--- config.mk ---
export PLATFORM = sky130hd
export DESIGN_NAME = arith_expr_lexer
export DESIGN_NICKNAME = d
export VERILOG_FILES = /design/src/rtl/core/ael_pkg.sv /design/src/rtl/core/ael_scan.sv /design/src/rtl/core/ael_token_fifo.sv /design/src/rtl/core/arith_expr_lexer.sv
export SDC_FILE = /design/constraint.sdc
export NUM_CORES = 1
export LEC_CHECK = 0
export BUFFER_PORTS_ARGS = -buffer_cell sky130_fd_sc_hd__buf_2
export CAP_MARGIN = 10
export CORE_UTILIZATION = 55
export CTS_CLUSTER_DIAMETER = 30
export DETAILED_ROUTE_END_ITERATION = 10
export PLACE_DENSITY = 0.72
export SLEW_MARGIN = 20
export SYNTH_ARGS = -nofsm -noshare
export SYNTH_HDL_FRONTEND = slang
export SYNTH_SLANG_ARGS = --single-unit
export TNS_END_PERCENT = 100
--- constraint.sdc ---
create_clock -name clk_i -period 8.63 [get_ports clk_i]
set_input_delay 2.589 -clock clk_i [delete_from_list [all_inputs] [get_ports clk_i]]
set_output_delay 2.589 -clock clk_i [all_outputs]
set_load 0.05 [all_outputs]
--- src/rtl/core/ael_pkg.sv ---
// Shared types and constants of the arithmetic expression lexer.
// Token kinds, scanner modes, character codes and the queue entry format.
// No dependencies.
`default_nettype none

package ael_pkg;

  // Default width of the source position counter
  localparam int AEL_POS_WIDTH = 16;
  // Default token queue depth (two tokens per character at most)
  localparam int AEL_QUEUE_DEPTH = 4;
  // Width of the start and length fields
  localparam int TOK_W = 16;
  // Largest token length reported
  localparam int LEN_MAX = 65535;

  // Character codes
  localparam logic [7:0] CH_LPAREN = 8'h28;
  localparam logic [7:0] CH_RPAREN = 8'h29;
  localparam logic [7:0] CH_PLUS   = 8'h2B;
  localparam logic [7:0] CH_MINUS  = 8'h2D;
  localparam logic [7:0] CH_STAR   = 8'h2A;
  localparam logic [7:0] CH_SLASH  = 8'h2F;
  localparam logic [7:0] CH_CARET  = 8'h5E;
  localparam logic [7:0] CH_DOT    = 8'h2E;
  localparam logic [7:0] CH_ZERO   = 8'h30;
  localparam logic [7:0] CH_NINE   = 8'h39;

  typedef enum logic [2:0] {
    KIND_LPAREN = 3'd0,
    KIND_RPAREN = 3'd1,
    KIND_PLUS   = 3'd2,
    KIND_MINUS  = 3'd3,
    KIND_MULT   = 3'd4,
    KIND_DIV    = 3'd5,
    KIND_POW    = 3'd6,
    KIND_NUM    = 3'd7
  } kind_e;

  typedef enum logic [4:0] {
    MODE_IDLE    = 5'b00001,
    MODE_STAR    = 5'b00010,
    MODE_INT     = 5'b00100,
    MODE_INT_DOT = 5'b01000,
    MODE_FRAC    = 5'b10000
  } mode_e;

  typedef struct packed {
    kind_e            kind;
    logic [TOK_W-1:0] start;
    logic [TOK_W-1:0] length;
    logic             run_last;
  } token_t;

  // Tokens produced by one character, in order
  typedef struct packed {
    logic [1:0] cnt;
    token_t     tok0;
    token_t     tok1;
  } push_t;

endpackage

`default_nettype wire

--- src/rtl/core/ael_scan.sv ---
// Character scanner: mode/position state and per-character token decode.
// Produces up to two tokens per accepted character. Uses ael_pkg.
`default_nettype none

module ael_scan
  import ael_pkg::*;
#(
  parameter int POS_WIDTH = AEL_POS_WIDTH
) (
  input  wire  logic       clk_i,
  input  wire  logic       rst_ni,
  input  wire  logic       accept_i,
  input  wire  logic [7:0] char_i,
  input  wire  logic       is_last_i,
  output push_t            push_o
);

  mode_e                mode_q, mode_d, mode_mid;
  logic [POS_WIDTH-1:0] pend_q, pend_d, pos_q, pos_d;
  logic [POS_WIDTH-1:0] s_mid, dp, dp_mid;
  logic [POS_WIDTH:0]   raw_eq, raw_dn, raw_eq_mid, raw_up_mid;
  logic                 consumed, digit_hit;
  logic                 va, vb, vc;
  token_t               ta, tb, tc;
  logic [1:0]           cnt;

  function automatic logic [TOK_W-1:0] clamp_len(input logic [POS_WIDTH:0] raw);
    logic [TOK_W-1:0] r;
    if (raw == '0) begin
      r = TOK_W'(1);
    end else if (33'(raw) > 33'(LEN_MAX)) begin
      r = TOK_W'(LEN_MAX);
    end else begin
      r = TOK_W'(raw);
    end
    return r;
  endfunction

  assign digit_hit  = (char_i >= CH_ZERO) && (char_i <= CH_NINE);
  assign dp         = pos_q - pend_q;
  assign raw_eq     = {1'b0, dp};
  assign raw_dn     = (dp == '0) ? '0 : ({1'b0, dp} - 1'b1);
  assign dp_mid     = pos_q - s_mid;
  assign raw_eq_mid = {1'b0, dp_mid};
  assign raw_up_mid = {1'b0, dp_mid} + 1'b1;

  always_comb begin
    mode_mid = MODE_IDLE;
    s_mid    = pend_q;
    consumed = 1'b0;
    va       = 1'b0;
    vb       = 1'b0;
    ta       = '{kind: KIND_NUM, start: TOK_W'(pend_q), length: TOK_W'(1), run_last: 1'b0};
    tb       = '{kind: KIND_NUM, start: TOK_W'(pos_q), length: TOK_W'(1), run_last: 1'b0};

    // Close or extend the held token
    unique case (mode_q)
      MODE_STAR: begin
        va = 1'b1;
        if (char_i == CH_STAR) begin
          ta.kind   = KIND_POW;
          ta.length = TOK_W'(2);
          consumed  = 1'b1;
        end else begin
          ta.kind = KIND_MULT;
        end
      end
      MODE_INT: begin
        if (digit_hit) begin
          consumed = 1'b1;
          mode_mid = MODE_INT;
        end else if (char_i == CH_DOT) begin
          consumed = 1'b1;
          mode_mid = MODE_INT_DOT;
        end else begin
          va        = 1'b1;
          ta.length = clamp_len(raw_eq);
        end
      end
      MODE_INT_DOT: begin
        if (digit_hit) begin
          consumed = 1'b1;
          mode_mid = MODE_FRAC;
        end else begin
          // dot was not part of the number
          va        = 1'b1;
          ta.length = clamp_len(raw_dn);
        end
      end
      MODE_FRAC: begin
        if (digit_hit) begin
          consumed = 1'b1;
          mode_mid = MODE_FRAC;
        end else begin
          va        = 1'b1;
          ta.length = clamp_len(raw_eq);
        end
      end
      default: ;
    endcase

    // Scan the character afresh
    if (!consumed) begin
      priority if (char_i == CH_LPAREN) begin
        vb      = 1'b1;
        tb.kind = KIND_LPAREN;
      end else if (char_i == CH_RPAREN) begin
        vb      = 1'b1;
        tb.kind = KIND_RPAREN;
      end else if (char_i == CH_PLUS) begin
        vb      = 1'b1;
        tb.kind = KIND_PLUS;
      end else if (char_i == CH_MINUS) begin
        vb      = 1'b1;
        tb.kind = KIND_MINUS;
      end else if (char_i == CH_SLASH) begin
        vb      = 1'b1;
        tb.kind = KIND_DIV;
      end else if (char_i == CH_CARET) begin
        vb      = 1'b1;
        tb.kind = KIND_POW;
      end else if (char_i == CH_STAR) begin
        mode_mid = MODE_STAR;
        s_mid    = pos_q;
      end else if (digit_hit) begin
        mode_mid = MODE_INT;
        s_mid    = pos_q;
      end else begin
        // skipped character
      end
    end
  end

  // Flush on the last character
  always_comb begin
    vc = 1'b0;
    tc = '{kind: KIND_NUM, start: TOK_W'(s_mid), length: TOK_W'(1), run_last: 1'b0};
    if (is_last_i) begin
      unique case (mode_mid)
        MODE_STAR: begin
          vc      = 1'b1;
          tc.kind = KIND_MULT;
        end
        MODE_INT, MODE_FRAC: begin
          vc        = 1'b1;
          tc.length = clamp_len(raw_up_mid);
        end
        MODE_INT_DOT: begin
          vc        = 1'b1;
          tc.length = clamp_len(raw_eq_mid);
        end
        default: ;
      endcase
    end
  end

  // At most two of the three candidates fire; b and c never together
  always_comb begin
    cnt         = 2'({1'b0, va} + {1'b0, vb} + {1'b0, vc});
    push_o.cnt  = accept_i ? cnt : 2'd0;
    push_o.tok0 = va ? ta : (vb ? tb : tc);
    push_o.tok1 = va ? (vb ? tb : tc) : tc;
    push_o.tok0.run_last = (cnt == 2'd1);
    push_o.tok1.run_last = 1'b1;
  end

  always_comb begin
    mode_d = mode_q;
    pend_d = pend_q;
    pos_d  = pos_q;
    if (accept_i) begin
      if (is_last_i) begin
        mode_d = MODE_IDLE;
        pend_d = '0;
        pos_d  = '0;
      end else begin
        mode_d = mode_mid;
        pend_d = s_mid;
        pos_d  = (pos_q == '1) ? pos_q : pos_q + 1'b1;
      end
    end
  end

  always_ff @(posedge clk_i or negedge rst_ni) begin
    if (!rst_ni) begin
      mode_q <= MODE_IDLE;
      pend_q <= '0;
      pos_q  <= '0;
    end else begin
      mode_q <= mode_d;
      pend_q <= pend_d;
      pos_q  <= pos_d;
    end
  end

  a_pend_le_pos: assert property (@(posedge clk_i) disable iff (!rst_ni)
    pend_q <= pos_q)
    else $error("held token starts after current position");

  a_last_rewinds: assert property (@(posedge clk_i) disable iff (!rst_ni)
    accept_i && is_last_i |=> pos_q == '0 && mode_q == MODE_IDLE)
    else $error("scanner not rewound after last character");

  a_hold_no_emit: assert property (@(posedge clk_i) disable iff (!rst_ni)
    accept_i && is_last_i |-> push_o.cnt != 2'd0 || mode_mid == MODE_IDLE)
    else $error("pending token not flushed on last character");

endmodule

`default_nettype wire

--- src/rtl/core/ael_token_fifo.sv ---
// Token queue: takes up to two tokens per cycle, delivers one per transfer.
// Uses ael_pkg for the token format.
`default_nettype none

module ael_token_fifo
  import ael_pkg::*;
#(
  parameter int DEPTH = AEL_QUEUE_DEPTH
) (
  input  wire  logic  clk_i,
  input  wire  logic  rst_ni,
  input  wire  push_t push_i,
  output logic        room2_o,
  output logic        valid_o,
  input  wire  logic  stall_i,
  output token_t      tok_o
);

  localparam int PTR_W = (DEPTH > 1) ? $clog2(DEPTH) : 1;
  localparam int CNT_W = $clog2(DEPTH + 1);

  token_t           mem_q [DEPTH];
  logic [PTR_W-1:0] wr_q, wr_d, wr_nxt, rd_q, rd_d;
  logic [CNT_W-1:0] cnt_q, cnt_d;
  logic             pop;

  function automatic logic [PTR_W-1:0] ptr_inc(input logic [PTR_W-1:0] p);
    return (p == PTR_W'(DEPTH - 1)) ? '0 : p + 1'b1;
  endfunction

  assign wr_nxt  = ptr_inc(wr_q);
  assign valid_o = (cnt_q != '0);
  assign tok_o   = mem_q[rd_q];
  assign pop     = valid_o && !stall_i;
  assign room2_o = (cnt_q <= CNT_W'(DEPTH - 2));

  always_comb begin
    wr_d = wr_q;
    unique case (push_i.cnt)
      2'd1:    wr_d = wr_nxt;
      2'd2:    wr_d = ptr_inc(wr_nxt);
      default: ;
    endcase
    rd_d  = pop ? ptr_inc(rd_q) : rd_q;
    cnt_d = cnt_q + CNT_W'(push_i.cnt) - CNT_W'(pop);
  end

  always_ff @(posedge clk_i) begin
    if (push_i.cnt != 2'd0) begin
      mem_q[wr_q] <= push_i.tok0;
    end
    if (push_i.cnt == 2'd2) begin
      mem_q[wr_nxt] <= push_i.tok1;
    end
  end

  always_ff @(posedge clk_i or negedge rst_ni) begin
    if (!rst_ni) begin
      wr_q  <= '0;
      rd_q  <= '0;
      cnt_q <= '0;
    end else begin
      wr_q  <= wr_d;
      rd_q  <= rd_d;
      cnt_q <= cnt_d;
    end
  end

  a_no_overflow: assert property (@(posedge clk_i) disable iff (!rst_ni)
    !room2_o |-> push_i.cnt == 2'd0)
    else $error("token queue overflow");

  a_push_shows: assert property (@(posedge clk_i) disable iff (!rst_ni)
    cnt_q == '0 && push_i.cnt != 2'd0 |=> valid_o)
    else $error("pushed token not presented");

  a_cnt_bound: assert property (@(posedge clk_i) disable iff (!rst_ni)
    cnt_q <= CNT_W'(DEPTH))
    else $error("token queue count out of range");

endmodule

`default_nettype wire

--- src/rtl/core/arith_expr_lexer.sv ---
// Arithmetic expression lexer, top level.
// Instantiates ael_scan and ael_token_fifo; uses ael_pkg.
//
// Usage:
//   Input channel: one source character per transfer (char_in_i), with
//   is_last_i marking the final character of a source. Output channel: one
//   token per transfer: kind, start position, length, and run_last on the
//   last token caused by a given character.
//   Latency: with the queue empty, a token is offered on out_valid_o the
//   cycle after the character that causes it is transferred in; otherwise
//   it waits behind the tokens already queued.
//   Throughput: one character per cycle. A character emits zero, one or two
//   tokens, but each token covers characters of its own, so tokens never
//   outrun characters; the four-entry queue absorbs the two-token bursts and
//   the input only stalls when the receiver does.
//   in_stall_o rises when the queue has fewer than two free entries; a
//   stalled receiver therefore backs up into the input after the queue fills.
//   '*' and numbers are held in the scanner until the next character decides
//   them; the last character flushes them and rewinds position to zero.
//   Reset: queue empty, scanner idle, position zero.
`default_nettype none

module arith_expr_lexer
  import ael_pkg::*;
#(
  parameter int POS_WIDTH = AEL_POS_WIDTH
) (
  input  wire  logic             clk_i,
  input  wire  logic             rst_ni,
  input  wire  logic             in_valid_i,
  output logic                   in_stall_o,
  input  wire  logic [7:0]       char_in_i,
  input  wire  logic             is_last_i,
  output logic                   out_valid_o,
  input  wire  logic             out_stall_i,
  output logic [2:0]             token_kind_o,
  output logic [TOK_W-1:0]       token_start_o,
  output logic [TOK_W-1:0]       token_length_o,
  output logic                   run_last_o
);

  logic   accept;
  logic   room2;
  push_t  push;
  token_t head;

  // Stall purely from queue occupancy, so it never depends on in_valid_i
  assign in_stall_o = !room2;
  assign accept     = in_valid_i && !in_stall_o;

  ael_scan #(
    .POS_WIDTH(POS_WIDTH)
  ) u_scan (
    .clk_i     (clk_i),
    .rst_ni    (rst_ni),
    .accept_i  (accept),
    .char_i    (char_in_i),
    .is_last_i (is_last_i),
    .push_o    (push)
  );

  ael_token_fifo #(
    .DEPTH(AEL_QUEUE_DEPTH)
  ) u_fifo (
    .clk_i   (clk_i),
    .rst_ni  (rst_ni),
    .push_i  (push),
    .room2_o (room2),
    .valid_o (out_valid_o),
    .stall_i (out_stall_i),
    .tok_o   (head)
  );

  assign token_kind_o   = head.kind;
  assign token_start_o  = head.start;
  assign token_length_o = head.length;
  assign run_last_o     = head.run_last;

endmodule

`default_nettype wire

==> Word level (Yosys, flattened, before mapping) <==
Memory sizes are Yosys's and may differ from the RTL's.
Index checks and enable logic that the tools add are counted.
{ "op_classes": {"magnitude_cmp": 7, "n_mux": 84, "add_sub_neg": 12, "reduce_logical": 17, "n_eq_ne": 24} }
{ "ops": {"columns": ["op", "count"], "rows": [
  ["$mux 16", 25],
  ["$mux 36", 3],
  ["$logic_not 17->1", 4],
  ["$pmux 16 s4", 1],
  ["$mux 5", 12],
  ["$eq 8x6->1 const B", 7],
  ["$gt 17x16->1 const B", 2],
  ["$gt 16x16->1 const B", 2],
  ["$pmux 16 s2", 1],
  ["$sub 16x16->16", 2],
  ["$mux 3", 8],
  ["$mux 1", 21],
  ["$add 16x1->17 const B", 1],
  ["$mux 17", 1],
  ["$sub 16x1->17 const B", 1],
  ["$add 16x1->16 const B", 1],
  ["$eq 16x16->1 const B", 1],
  ["$logic_not 16->1", 1],
  ["$mux 2", 7],
  ["$eq 5x2->1 const B", 2],
  ["$eq 5x3->1 const B", 2],
  ["$eq 5x4->1 const B", 2],
  ["$eq 5x5->1 const B", 2],
  ["$pmux 5 s2", 1],
  ["22 further kinds", 34]
]} }
{ "word_totals": {"output_inout_bits": 38, "ff_bits": 44, "elab_cells": 151, "mem_bits_rw": 144, "mem_count": 1} }
{ "mem_list": {"columns": ["name", "words", "width", "read_ports", "rd_ports_with_merged_regs", "write_ports", "line", "text"], "rows": [
  ["u_fifo.mem_q", 4, 36, 1, 0, 2, "ael_token_fifo.sv:22", "token_t mem_q [DEPTH];"]
]} }

==> Depth between registers and ports, before layout <==
{ "logic_depth": {"word_depth": 22, "ltp_mapped": 26, "depth_no_buf": 20} }

==> By module <==
Synthesis repeated with hierarchy kept, for this count alone.
{ "unflattened": {"hier_cells": 1386, "area_unflattened_um2": 14320.0} }
{ "by_module_without_submodules": {"columns": ["mod", "cells_per_inst", "seq_area_each_um2", "n_inst", "area_each_um2"], "rows": [
  ["ael_token_fifo", 403, 4499.3, 1, 7497.2],
  ["ael_scan", 981, 927.1, 1, 6812.8],
  ["arith_expr_lexer", 2, 0.0, 1, 10.0]
]} }

==> Least setup slack after synthesis <==
OpenSTA, ideal clock, no wires.
{ "synth_path": {"path_type": "in2reg", "from": "in char_in_i[2]", "to": "mem u_fifo.mem_q[0][10] in the netlist's numbering, data pin", "arrival_time_ns": 8.694, "slack_ns": -0.336, "cell_stages": 25, "cell_sequence": "buf_2 o21ai_0 nand3_1 mux2i_1 clkbuf_1 buf_1 clkbuf_1 o21ai_0 ha_1 nor2b_1 o311ai_0 a311oi_1 nor2_1 o311a_1 or3_1 buf_2 or3_1 clkbuf_1 nor4_1 mux2_2 o41ai_4 buf_6 o21ai_1 a21oi_2 o22ai_1"} }
{ "synth_lines": {"columns": ["item", "line", "text"], "rows": [
  ["start, declared", "arith_expr_lexer.sv:32", "input wire logic [7:0] char_in_i,"],
  ["end, declared", "ael_token_fifo.sv:22", null]
]} }

==> impl_metrics.py <==
metrics = {
    "outcome": {
        "status": "complete, no violations",
    },
    "setup_path": {
        "r2r_setup_slack_ns": 2.29,
        "worstReg2RegStart": "u_scan.mode_q[3]",
        "cpLargestDelayFamily": "compound AO/OA/AOI/OAI gates",
        "startpoint_type": "input port",
        "timing.rr.end": "u_fifo.mem_q[2][10]",
        "cp.required_ns": 8.78,
        "reg2reg_depth": 20,
        "critPathKind": "in2reg",
        "max_stage_delay_ns": 0.53,
        "endpoint": "u_fifo.mem_q[2][10]",
        "cp_slowest_cell": "or4b_1",
        "cp_cell_sequence": "buf_2 > or4b_1 > a211oi_2 > mux2i_4 > buf_4 > o21ai_0 > ha_1 > nor2b_1 > o311ai_0 > a311oi_1 > nor2_1 > nor4_1 > or3_1 > or3_1 > nor4_1 > mux2_2 > o41ai_4 > buf_4 > o21ai_1 > a21oi_2 > o22ai_1",
        "critPathBufInv": 3,
        "arrival_ns": 8.32,
        "cp.depth": 21,
        "startpoint": "char_in_i[0]",
        "end_kind": "flip-flop",
        "critical_path.max_fanout": 13,
    },
    "yosys": {
        "syn-instance-count": 1308,
        "async_reset_ff_share_pct": 23.4,
        "ys_seq_area_share_pct": 41.5,
        "synth-compound-area-share_pct": 21.6,
        "synth-edff-count": 140,
        "synth_seq_cells": 188,
        "synth_warnings": 0,
        "synth_top_family_by_area": "compound AO/OA/AOI/OAI gates",
        "ys.flop_type": "edfxtp_1",
        "yosys.area_share.adder_pct": 5.04,
        "muxShareOfSynthArea_pct": 8.78,
        "syn-cell-area_um2": 13000,
        "syn-num-nets": 1370,
        "syn_avg_cell_area_um2": 9.91,
        "synthSimpleGateAreaFrac_pct": 15.8,
        "synth_xor_area_share_pct": 3.38,
        "yosys.cell_types.count": 82,
    },
    "global_routing": {
        "grt_use_total_pct": 33.4,
        "grt_remaining_overflow": 0,
        "grt_pass1_vias": 10700,
        "antenna_found_initial": 0,
        "grt_pass1_wl_mm": 61.3,
        "grt_max_degree": 45,
    },
    "power": {
        "p_per_area_nw_per_um2": 332,
        "leakage_nw": 5.23,
        "vdd_drop_max_mv": 0.155,
    },
    "clocking": {
        "cts_tree": "yes",
        "cts_max_level": 4,
        "cts_root_buf": "clkbuf_16",
        "cts_resized": 0,
        "postCtsHoldBufs": 0,
        "postCtsSetupBuffers": 0,
        "cts_buffers": 17,
        "clockBufferDepth": 2,
        "cts_num_sinks": 188,
        "clock_latency_ns": 0.46,
        "clk_pin_slew_ns": 0.08,
    },
    "floorplanning": {
        "core_area_um2": 22800,
        "pin_count": 51,
        "die_h_um": 156,
        "die_w_um": 156,
        "row_count": 55,
        "initial_utilization_pct": 56.7,
        "die-area_um2": 24200,
    },
    "sta": {
        "relSlewSlack_pct": 37.2,
        "hold_ws_ns": 0.489,
        "fin_skew_ns": 0.0248,
        "slew_viol_final": 0,
        "worstMarginPinSlew_ns": 0.938,
        "finalSetupViolCount": 0,
        "period_needed_ns": 8.17,
        "max_freq_mhz": 122,
        "rsz0062_at_grt": "no",
        "hold_violations": 0,
        "fin_tns_setup_ns": 0,
        "period_share_pct": 94.6,
    },
    "placed_design": {
        "hpwl_mm": 27.6,
        "dpl_cell_area_um2": 13700,
        "gp_congestion": 0.958,
        "dp.cells": 1644,
        "portBuffers": 50,
    },
    "cells_and_area": {
        "layout_commonest_cell": "edfxtp_1",
        "final_area_um2": 14400,
        "final_cell_mix": "edfxtp_1 (140), o22ai_1 (123), nand2_1 (106), nor2_1 (82), a21oi_1 (67)",
        "nNetsFinal": 1412,
        "drive_gt1_share_pct": 15.6,
        "antenna_cells": 0,
        "syn_to_final_growth_pct": 10.9,
        "final_cells": 1676,
    },
    "drt": {
        "wl_mm": 39.1,
        "final_antenna_net_count": 0,
        "via_count": 11500,
        "drtIter0Drc": 1513,
        "vias_per_cell": 6.83,
        "wl_per_cell_um": 23.4,
        "drt_pass1_iterations": 5,
        "drc": 0,
    },
    "job": {
        "max_cap_violations": 0,
    },
    "min_path": {
        "hold_class": "reg2reg",
    },
}
## logic make-up after synthesis
family,Yosys count
simple gates,402
mux,68
fa+ha+maj,50
compound gates,421
xor+xnor,50
buf+inv,129
flops,188
## cell usage after synthesis (5+ instances only)
cell | instances | share of area (%)
edfxtp_1 | 140 | 32
o22ai_1 | 123 | 5.9
nand2_1 | 106 | 3.1
nor2_1 | 82 | 2.4
a21oi_1 | 67 | 2.6
clkbuf_1 | 67 | 1.9
o21ai_0 | 65 | 2.5
inv_1 | 48 | 1.4
ha_1 | 45 | 4.3
dfrtp_1 | 43 | 8.3
mux4_2 | 36 | 6.3
a22o_1 | 32 | 2.2
xnor2_1 | 32 | 2.2
nor3_1 | 31 | 1.2
nand3_1 | 30 | 1.2
mux2i_1 | 26 | 2.0
nand2b_1 | 24 | 1.2
nor2b_1 | 21 | 1.0
or3_1 | 20 | 0.97
a21o_1 | 18 | 1.0
xor2_1 | 18 | 1.2
and3_1 | 17 | 0.82
nand4_1 | 17 | 0.82
o21a_1 | 13 | 0.75
a211oi_1 | 10 | 0.58
a31oi_1 | 10 | 0.48
buf_1 | 9 | 0.26
nor4_1 | 8 | 0.39
o211ai_1 | 8 | 0.46
or2_2 | 8 | 0.39
a22oi_1 | 7 | 0.41
and2_1 | 7 | 0.34
mux2_2 | 6 | 0.52
nor4b_1 | 5 | 0.34
o21ai_1 | 5 | 0.19
o21bai_1 | 5 | 0.29
o31a_1 | 5 | 0.34
## layer usage
metal	vias up	track usage, %	part of all wire [%]
met1	5534	47.0	41
met2	690	52.1	46
met5	-	0	0
met3	77	6.14	10
met4	0	11.2	2.7
li1	5152	-	-
## through the flow
stage | util [%] | power, W | setup slack (ns)
finish | 62.9 | 0.00478 | 0.463
global route | 62.9 | 0.00502 | 0.00452
CTS | 62.9 | 0.00473 | 0.580
detailed placement | 60.1 | 0.00387 | 0.124
global placement | 60.1 | 0.00384 | 0.268
floorplan | - | 0.00317 | 0.00406
## state kept, by name, summed over array words and instances (netlist names)
signal / count
u_fifo.mem_q: 144
u_scan.pos_q: 16
u_fifo.cnt_q: 3
u_fifo.wr_q: 2
u_scan.pend_q: 16
u_fifo.rd_q: 2
u_scan.mode_q: 5
## worst reg2reg max path: stages, from the launching register on
cell and delay, ns:
dfrtp_1 0.47, nor3_1 0.37, a22oi_1 0.26, mux2i_4 0.27, buf_4 0.19, o21ai_0 0.12, ha_1 0.24, nor2b_1 0.19
o311ai_0 0.20, a311oi_1 0.42, nor2_1 0.15, o311a_1 0.37, or3_1 0.41, or3_1 0.43, nor4_1 0.33, mux2_2 0.41
o41ai_4 0.39, buf_4 0.26, o21ai_1 0.09, a21oi_2 0.32, o22ai_1 0.14
## power breakdown
part | internal, W | total (W) | switching (W)
Clock | 0.000432 | 0.000867 | 0.000435
Combinational | 0.00102 | 0.00284 | 0.00182
Sequential | 0.00101 | 0.00107 | 0.0000598
Total | 0.00246 | 0.00478 | 0.00232
## layout make-up
type                       instances  area (um^2)
inverter                          48          180
clock inverter                    15          225
tap                              313          392
clock buffer                      17          425
multi-input combinational        991         7100
sequential                       188         5390
timing repair buffer             104          668
fill                            1918         8470
## worst min path at each step
stage | start | to | slack (ns) | cells past startpoint
CTS | u_fifo.mem_q[0][0] | u_fifo.mem_q[0][0] | 0.49 | 2
detailed placement | u_fifo.mem_q[0][0] | u_fifo.mem_q[0][0] | 0.47 | 2
global placement | u_fifo.mem_q[3][0] | u_fifo.mem_q[3][0] | 0.46 | 2
floorplan | u_fifo.mem_q[2][0] | u_fifo.mem_q[2][0] | 0.45 | 2
global route | u_fifo.mem_q[3][0] | u_fifo.mem_q[3][0] | 0.51 | 2
finish | u_fifo.mem_q[0][0] | u_fifo.mem_q[0][0] | 0.49 | 2
(Power assumes the default switching activity.)
